===== config.mk =====
export PLATFORM = sky130hd
export DESIGN_NAME = sha256_hash_engine_core
export DESIGN_NICKNAME = d
export VERILOG_FILES = /design/src/rtl/sha256_pkg.sv /design/src/rtl/sha256_sched.sv /design/src/rtl/sha256_round.sv /design/src/rtl/sha256_hash_engine_core.sv
export SDC_FILE = /design/constraint.sdc
export NUM_CORES = 2
export LEC_CHECK = 0
export BUFFER_PORTS_ARGS = -buffer_cell sky130_fd_sc_hd__clkbuf_2
export CORE_MARGIN = 4
export CORE_UTILIZATION = 40
export DETAILED_ROUTE_END_ITERATION = 12
export HOLD_SLACK_MARGIN = 0.05
export SLEW_MARGIN = 20
export SYNTH_ARGS = -nofsm -noshare
export SYNTH_HDL_FRONTEND = slang
export SYNTH_SLANG_ARGS = --single-unit
export TNS_END_PERCENT = 50

===== constraint.sdc =====
create_clock -name clk -period 28.2 [get_ports clk]
set_input_delay 2.82 -clock clk [delete_from_list [all_inputs] [get_ports clk]]
set_output_delay 2.82 -clock clk [all_outputs]
set_load 0.02 [all_outputs]

===== src/rtl/sha256_pkg.sv =====
package sha256_pkg;

  // Eight 32-bit words, as used for the chaining value and the round variables.
  typedef logic [7:0][31:0] word8_t;

  // Control from the sequencer to the round datapath.
  typedef struct packed {
    logic load;  // copy the chaining value into a..h
    logic step;  // perform one compression round
  } rnd_ctrl_t;

  // Control from the sequencer to the message schedule line.
  typedef struct packed {
    logic        push;  // shift one message word in at the tail
    logic        step;  // shift one expanded schedule word in
    logic [31:0] word;  // message word for a push
  } sched_ctrl_t;

  localparam int unsigned NUM_ROUNDS = 64;

  localparam logic [31:0] H_INIT [8] = '{
    32'h6a09e667, 32'hbb67ae85, 32'h3c6ef372, 32'ha54ff53a,
    32'h510e527f, 32'h9b05688c, 32'h1f83d9ab, 32'h5be0cd19
  };

  localparam logic [31:0] ROUND_K [NUM_ROUNDS] = '{
    32'h428a2f98, 32'h71374491, 32'hb5c0fbcf, 32'he9b5dba5,
    32'h3956c25b, 32'h59f111f1, 32'h923f82a4, 32'hab1c5ed5,
    32'hd807aa98, 32'h12835b01, 32'h243185be, 32'h550c7dc3,
    32'h72be5d74, 32'h80deb1fe, 32'h9bdc06a7, 32'hc19bf174,
    32'he49b69c1, 32'hefbe4786, 32'h0fc19dc6, 32'h240ca1cc,
    32'h2de92c6f, 32'h4a7484aa, 32'h5cb0a9dc, 32'h76f988da,
    32'h983e5152, 32'ha831c66d, 32'hb00327c8, 32'hbf597fc7,
    32'hc6e00bf3, 32'hd5a79147, 32'h06ca6351, 32'h14292967,
    32'h27b70a85, 32'h2e1b2138, 32'h4d2c6dfc, 32'h53380d13,
    32'h650a7354, 32'h766a0abb, 32'h81c2c92e, 32'h92722c85,
    32'ha2bfe8a1, 32'ha81a664b, 32'hc24b8b70, 32'hc76c51a3,
    32'hd192e819, 32'hd6990624, 32'hf40e3585, 32'h106aa070,
    32'h19a4c116, 32'h1e376c08, 32'h2748774c, 32'h34b0bcb5,
    32'h391c0cb3, 32'h4ed8aa4a, 32'h5b9cca4f, 32'h682e6ff3,
    32'h748f82ee, 32'h78a5636f, 32'h84c87814, 32'h8cc70208,
    32'h90befffa, 32'ha4506ceb, 32'hbef9a3f7, 32'hc67178f2
  };

  // Right rotation by a constant amount.
  function automatic logic [31:0] rotr(input logic [31:0] x, input int unsigned n);
    logic [63:0] dbl;
    dbl = {x, x} >> n;
    return dbl[31:0];
  endfunction

  function automatic logic [31:0] big_sigma0(input logic [31:0] x);
    return rotr(x, 2) ^ rotr(x, 13) ^ rotr(x, 22);
  endfunction

  function automatic logic [31:0] big_sigma1(input logic [31:0] x);
    return rotr(x, 6) ^ rotr(x, 11) ^ rotr(x, 25);
  endfunction

  function automatic logic [31:0] small_sigma0(input logic [31:0] x);
    return rotr(x, 7) ^ rotr(x, 18) ^ (x >> 3);
  endfunction

  function automatic logic [31:0] small_sigma1(input logic [31:0] x);
    return rotr(x, 17) ^ rotr(x, 19) ^ (x >> 10);
  endfunction

endpackage


===== src/rtl/sha256_sched.sv =====
module sha256_sched (
  input  logic                   clk,
  input  sha256_pkg::sched_ctrl_t ctrl,
  output logic [31:0]            w_head
);
  import sha256_pkg::*;

  // Sixteen-word window: entry 0 is the word used by the current round.
  logic [15:0][31:0] line;
  logic [31:0]       expanded;
  logic [31:0]       tail_word;

  // Next schedule word from the fixed taps of the window.
  always_comb begin
    expanded  = line[0] + small_sigma0(line[1]) + line[9] + small_sigma1(line[14]);
    tail_word = ctrl.push ? ctrl.word : expanded;
  end

  // Shift the window by one word on a push or a round.
  always_ff @(posedge clk) begin
    if (ctrl.push || ctrl.step) begin
      for (int i = 0; i < 15; i++) begin
        line[i] <= line[i + 1];
      end
      line[15] <= tail_word;
    end
  end

  assign w_head = line[0];

endmodule


===== src/rtl/sha256_round.sv =====
module sha256_round (
  input  logic                  clk,
  input  sha256_pkg::rnd_ctrl_t ctrl,
  input  sha256_pkg::word8_t    chain,
  input  logic [31:0]           k_word,
  input  logic [31:0]           w_word,
  output sha256_pkg::word8_t    vars
);
  import sha256_pkg::*;

  logic [31:0] t1;
  logic [31:0] t2;
  logic [31:0] choose;
  logic [31:0] major;

  // One compression round on a..h, held as vars[0]..vars[7].
  always_comb begin
    choose = (vars[4] & vars[5]) ^ (~vars[4] & vars[6]);
    major  = (vars[0] & vars[1]) ^ (vars[0] & vars[2]) ^ (vars[1] & vars[2]);
    t1     = vars[7] + big_sigma1(vars[4]) + choose + k_word + w_word;
    t2     = big_sigma0(vars[0]) + major;
  end

  // Working variables: loaded from the chaining value, then stepped per round.
  always_ff @(posedge clk) begin
    if (ctrl.load) begin
      vars <= chain;
    end else if (ctrl.step) begin
      vars[7] <= vars[6];
      vars[6] <= vars[5];
      vars[5] <= vars[4];
      vars[4] <= vars[3] + t1;
      vars[3] <= vars[2];
      vars[2] <= vars[1];
      vars[1] <= vars[0];
      vars[0] <= t1 + t2;
    end
  end

endmodule


===== src/rtl/sha256_hash_engine_core.sv =====
// Channel   Direction  Handshake                    Payload
// data      in         data_valid / data_ready      data_word, byte_count, last_item
// digest    out        digest_valid / digest_ready  digest_word, word_index, last_word
//
// A word that does not complete a 64-byte block is simply taken; one that does also starts
// a compression: 64 rounds of the single round unit, then one fold.
// After a final word come the 0x80 byte, the zero and length words, a step ending zero fill
// and a compression per block closed; then eight digest words, one a cycle unless stalled.
// Reset is synchronous and active high; it restores the initial hash and clears counts.
// data_ready is low in reset, while compressing or padding and until the digest is taken.
module sha256_hash_engine_core (
  input  logic        clk,
  input  logic        rst,
  input  logic        data_valid,
  output logic        data_ready,
  input  logic [31:0] data_word,
  input  logic [2:0]  byte_count,
  input  logic        last_item,
  output logic        digest_valid,
  input  logic        digest_ready,
  output logic [31:0] digest_word,
  output logic [2:0]  word_index,
  output logic        last_word
);
  import sha256_pkg::*;

  localparam logic [3:0] S_IDLE  = 4'd0;
  localparam logic [3:0] S_PAD80 = 4'd1;
  localparam logic [3:0] S_ZERO  = 4'd2;
  localparam logic [3:0] S_LENHI = 4'd3;
  localparam logic [3:0] S_LENLO = 4'd4;
  localparam logic [3:0] S_COMP  = 4'd5;
  localparam logic [3:0] S_ADD   = 4'd6;
  localparam logic [3:0] S_OUT   = 4'd7;

  logic [3:0]  state;
  logic [3:0]  state_next;
  logic [3:0]  ret;
  logic [3:0]  ret_next;
  logic [5:0]  rnd;
  logic [3:0]  wcnt;
  logic [1:0]  lane;
  logic [1:0]  lane_next;
  logic [31:0] acc;
  logic [31:0] acc_next;
  logic [63:0] bit_length;
  logic [2:0]  word_sel;
  word8_t      chain;
  word8_t      vars;

  logic        in_fire;
  logic        out_fire;
  logic [2:0]  cnt_sat;
  logic [2:0]  merge_cnt;
  logic [31:0] merge_data;
  logic [31:0] keep_mask;
  logic [63:0] merged;
  logic [2:0]  total;
  logic [31:0] w_head;

  rnd_ctrl_t   rctl;
  sched_ctrl_t sctl;

  assign in_fire  = data_valid && data_ready;
  assign out_fire = digest_valid && digest_ready;

  // Byte merge: new bytes are placed after the partial word already held.
  always_comb begin
    cnt_sat    = (byte_count > 3'd4) ? 3'd4 : byte_count;
    merge_cnt  = (state == S_PAD80) ? 3'd1 : cnt_sat;
    merge_data = (state == S_PAD80) ? 32'h8000_0000 : data_word;
    keep_mask  = ~(32'hFFFF_FFFF >> {merge_cnt, 3'b000});
    merged     = {acc, 32'h0} | ({merge_data & keep_mask, 32'h0} >> {lane, 3'b000});
    total      = {1'b0, lane} + merge_cnt;
  end

  // Sequencer.
  always_comb begin
    state_next  = state;
    ret_next    = ret;
    lane_next   = lane;
    acc_next    = acc;
    rctl        = '0;
    sctl        = '0;
    sctl.word   = acc;
    unique case (state)
      S_IDLE: begin
        if (in_fire) begin
          lane_next = total[1:0];
          if (total[2]) begin
            sctl.push = 1'b1;
            sctl.word = merged[63:32];
            acc_next  = merged[31:0];
          end else begin
            acc_next  = merged[63:32];
          end
          state_next = last_item ? S_PAD80 : S_IDLE;
          if (total[2] && wcnt == 4'd15) begin
            ret_next   = state_next;
            state_next = S_COMP;
            rctl.load  = 1'b1;
          end
        end
      end
      S_PAD80: begin
        lane_next  = total[1:0];
        state_next = S_ZERO;
        if (total[2]) begin
          sctl.push = 1'b1;
          sctl.word = merged[63:32];
          acc_next  = merged[31:0];
          if (wcnt == 4'd15) begin
            ret_next   = S_ZERO;
            state_next = S_COMP;
            rctl.load  = 1'b1;
          end
        end else begin
          acc_next = merged[63:32];
        end
      end
      S_ZERO: begin
        if (wcnt == 4'd14 && lane == 2'd0) begin
          state_next = S_LENHI;
        end else begin
          // Flush the partial word or push a zero word.
          sctl.push = 1'b1;
          sctl.word = acc;
          acc_next  = 32'h0;
          lane_next = 2'd0;
          if (wcnt == 4'd15) begin
            ret_next   = S_ZERO;
            state_next = S_COMP;
            rctl.load  = 1'b1;
          end
        end
      end
      S_LENHI: begin
        sctl.push  = 1'b1;
        sctl.word  = bit_length[63:32];
        state_next = S_LENLO;
      end
      S_LENLO: begin
        sctl.push  = 1'b1;
        sctl.word  = bit_length[31:0];
        ret_next   = S_OUT;
        state_next = S_COMP;
        rctl.load  = 1'b1;
      end
      S_COMP: begin
        rctl.step = 1'b1;
        sctl.step = 1'b1;
        if (rnd == 6'(NUM_ROUNDS - 1)) begin
          state_next = S_ADD;
        end
      end
      S_ADD: begin
        state_next = ret;
      end
      S_OUT: begin
        if (out_fire && word_sel == 3'd7) begin
          state_next = S_IDLE;
        end
      end
      default: begin
        state_next = S_IDLE;
      end
    endcase
  end

  // Control and length registers.
  always_ff @(posedge clk) begin
    if (rst) begin
      state      <= S_IDLE;
      ret        <= S_IDLE;
      rnd        <= '0;
      wcnt       <= '0;
      lane       <= '0;
      acc        <= '0;
      bit_length <= '0;
      word_sel   <= '0;
    end else begin
      state <= state_next;
      ret   <= ret_next;
      lane  <= lane_next;
      acc   <= acc_next;
      if (sctl.push) begin
        wcnt <= wcnt + 4'd1;
      end
      if (state == S_COMP) begin
        rnd <= rnd + 6'd1;
      end else begin
        rnd <= '0;
      end
      if (in_fire) begin
        bit_length <= bit_length + {58'h0, cnt_sat, 3'b000};
      end
      if (out_fire) begin
        word_sel <= word_sel + 3'd1;
        if (word_sel == 3'd7) begin
          bit_length <= '0;
        end
      end
    end
  end

  // Chaining value: folded after each block, restored once the digest is taken.
  always_ff @(posedge clk) begin
    if (rst || (out_fire && word_sel == 3'd7)) begin
      for (int i = 0; i < 8; i++) begin
        chain[i] <= H_INIT[i];
      end
    end else if (state == S_ADD) begin
      for (int i = 0; i < 8; i++) begin
        chain[i] <= chain[i] + vars[i];
      end
    end
  end

  sha256_sched u_sched (
    .clk    (clk),
    .ctrl   (sctl),
    .w_head (w_head)
  );

  sha256_round u_round (
    .clk    (clk),
    .ctrl   (rctl),
    .chain  (chain),
    .k_word (ROUND_K[rnd]),
    .w_word (w_head),
    .vars   (vars)
  );

  // Handshake and digest payload.
  assign data_ready   = (state == S_IDLE) && !rst;
  assign digest_valid = (state == S_OUT);
  assign digest_word  = chain[word_sel];
  assign word_index   = word_sel;
  assign last_word    = (word_sel == 3'd7);

endmodule


==> results.py <==
metrics = {
    "synthesis": {
        "synth-main-ff-cell": "edfxtp_1",
        "yosys.area.top_type": "edfxtp_1",
        "seq_area_frac_synth_pct": 43.1,
        "synth.ff_latch_count": 1138,
        "avgSynthCellArea_sq_um": 9.93,
        "synthesis.instances": 7118,
        "synth_cell_type_count": 88,
        "async_flop_share_pct": 0,
        "synth_top_cell_area_share_pct": 32.6,
        "synth.top_cells.by_area": "edfxtp_1 33%, dfxtp_1 10%, ha_1 7.3%, nand2_1 6.3%, fa_1 5.6%",
        "synth-warning-count": 0,
        "syn_area_sq_um": 70700,
        "synth_enable_flop_cells": 768,
        "syn_nets": 7771,
    },
    "sta": {
        "totalNegativeSetupSlack_ps": 0,
        "clock.fmax_mhz": 105,
        "final.period_utilization_pct": 33.8,
        "timing_worst_slew_pin_value_ps": 1200,
        "timing.final.max_slew_violations": 0,
        "final_hold_vio_count": 0,
        "rsz0062_at_grt": "no",
        "setup_viol_count_final": 0,
        "finClkSkew_ps": 30.5,
        "final.min_clock_period_ps": 9530,
        "timing.max_slew.rel_slack_pct": 19.3,
    },
    "global_route": {
        "antenna_found_initial": 5,
        "grt_first_pass_wirelength_um": 336000,
        "grt_start_max_net_pins": 182,
        "grt_overflow": 0,
        "groute.usage.overall_pct": 23.9,
        "first_global_vias": 50700,
    },
    "min_path": {
        "worst_hold_path_type": "flop to flop",
    },
    "finish": {
        "layout.filler_cells": 16600,
        "finish.net_count": 7705,
        "final_layout_size_suffix_gt1_share_pct": 7.59,
        "layout_area_growth_over_synthesis_pct": 10.3,
    },
    "detailed_routing": {
        "dr.first_iter.drc_count": 5873,
        "route.detailed.drc": 0,
        "via_per_inst": 5.75,
        "routed-via-count": 54700,
        "postRouteWirelength_um": 227000,
        "detailedRoute.firstPassIterationCount": 6,
        "post_drt_wl_per_cell_um": 23.8,
        "antenna_left": 0,
    },
    "cts": {
        "cts_inserted_buffers": 133,
        "cts_hold_buf": 0,
        "post-cts-setup-buffer-count": 0,
        "h-tree-depth": 4,
        "worst_setup_hold_path_clk_slew_ps": 60,
        "cts.sink_count": 1138,
        "ctsResizeCount": 0,
        "insertion_delay_ps": 810,
        "tritoncts": "done",
        "root_buf_cell": "clkbuf_16",
        "cts_max_path_buffers": 3,
    },
    "die": {
        "rows": 154,
        "placeable_core_region_sq_um": 176000,
        "floorplan.die.width_um": 428,
        "floorplan.die.height_um": 428,
        "die_area_sq_um": 184000,
        "floorplan.initialDensity_pct": 40.2,
        "floorplan.io_pins": 78,
    },
    "place": {
        "detailed_place_hpwl_um": 166000,
        "gp_congestion": 0.941,
        "buffer_ports.inserted": 77,
    },
    "run_status": {
        "status": "complete, no violations",
    },
    "worst_setup_path": {
        "arrival_ps": 10050,
        "ff2ff_setup_slack_ps": 18670,
        "crit_path_max_fanout": 21,
        "timing.critical_path.to_type": "flop",
        "timing_worst_setup_path_type": "flop to flop",
        "critPathRequiredTime_ps": 28720,
        "critical-path-max-stage-delay_ps": 590,
        "crit_slowest_cell": "nor2_1",
        "crit_top_cell": "o21ai_0",
        "critical_path.startpoint_type": "flop",
    },
    "job": {
        "max_cap_violations": 0,
    },
}
## metal layers
| layer | track usage [%] | part of all wire (%) |
|---|---|---|
| met4 | 6.19 | 2.5 |
| met5 | 0 | 0.012 |
| met2 | 35.9 | 44 |
| met1 | 35.7 | 46 |
| met3 | 4.18 | 7.7 |
## flip-flops by register name, indices dropped and copies added, names as in the netlist, 4 cells and up
name and flops:
wcnt 4, u_sched.line 480, bit_length 61, acc 32
rnd 6, chain 256, u_round.vars 256, u_sched.w_head 32
## placed cells by master (no fill, tap or decap), types with 113 or more instances in the layout
master and count:
a21o_1 156, a21oi_1 570, clkbuf_16 134, dfxtp_1 362
edfxtp_1 768, fa_1 199, ha_1 414, inv_1 259
nand2_1 1190, nand3_1 125, nor2_1 363, nor3_1 113
o21ai_0 418, xnor2_1 424, xor2_1 179
## critical path, delay by kind of cell, from the launching register on
family	cells	cell delay [ps]
buf+inv	6	820
fa+ha+maj	6	2710
simple gates	10	1990
flops	1	300
xor+xnor	3	540
compound gates	12	2840
## synthesized netlist by cell type (70+ instances only)
library cell,n
dfxtp_1,370
a21oi_1,571
a211oi_1,88
ha_1,414
o211ai_1,112
nand3_1,125
nor3_1,114
clkbuf_1,295
nor2_1,365
xor2_1,179
nand2_1,1191
xnor2_1,424
o21ai_0,420
inv_1,259
fa_1,199
nand2b_1,87
edfxtp_1,768
mux4_2,70
a21o_1,156
## through the flow
step	std cells	setup WS (ps)	hold WS (ps)	util, %	instance area (sq um)
floorplan	7118	4670	400	-	70700
global placement	9257	18880	400	41.7	73400
detailed placement	9257	18930	405	41.7	73400
CTS	9503	18860	406	44.3	77900
global route	9504	18060	408	44.3	77900
finish	9504	18670	406	44.3	77900
## layout make-up
type | instances | area, sq um | area share (%)
multi-input combinational | 5368 | 38000 | 48.8
sequential | 1138 | 30500 | 39.1
clock buffer | 185 | 3720 | 4.78
tap | 2340 | 2930 | 3.76
inverter | 263 | 987 | 1.27
timing repair buffer | 148 | 981 | 1.26
clock inverter | 61 | 821 | 1.05
antenna | 1 | 2.50 | 0.00321
## cell families (layout without fill, tap and decap cells)
family / after synthesis / count (layout) / share of synthesized area (%)
adder cells (fa/ha/maj): 635 / 635 / 13.3
multiplexers: 148 / 148 / 3.44
XOR/XNOR: 604 / 604 / 7.49
AO/OA/AOI/OAI: 1799 / 1799 / 15.9
flip-flops: 1138 / 1138 / 43.1
AND/OR/NAND/NOR: 2182 / 2182 / 13.5
buffers and inverters: 612 / 657 / 3.26
other: 0 / 1 / 0
## final timing paths
| path | start | to | cells past startpoint |
|---|---|---|---|
| worst max-delay path | rnd[0] | u_round.vars[31] | 37 |
| worst min-delay path | u_sched.line[356] | u_sched.line[324] | 0 |
| worst max register to register | rnd[0] | u_round.vars[31] | 37 |
| worst min register to register | u_sched.line[356] | u_sched.line[324] | 0 |
Power is left out: the tool's default activity adds up to more than one toggle a clock period on the data nets, which glitch-free logic cannot reach.
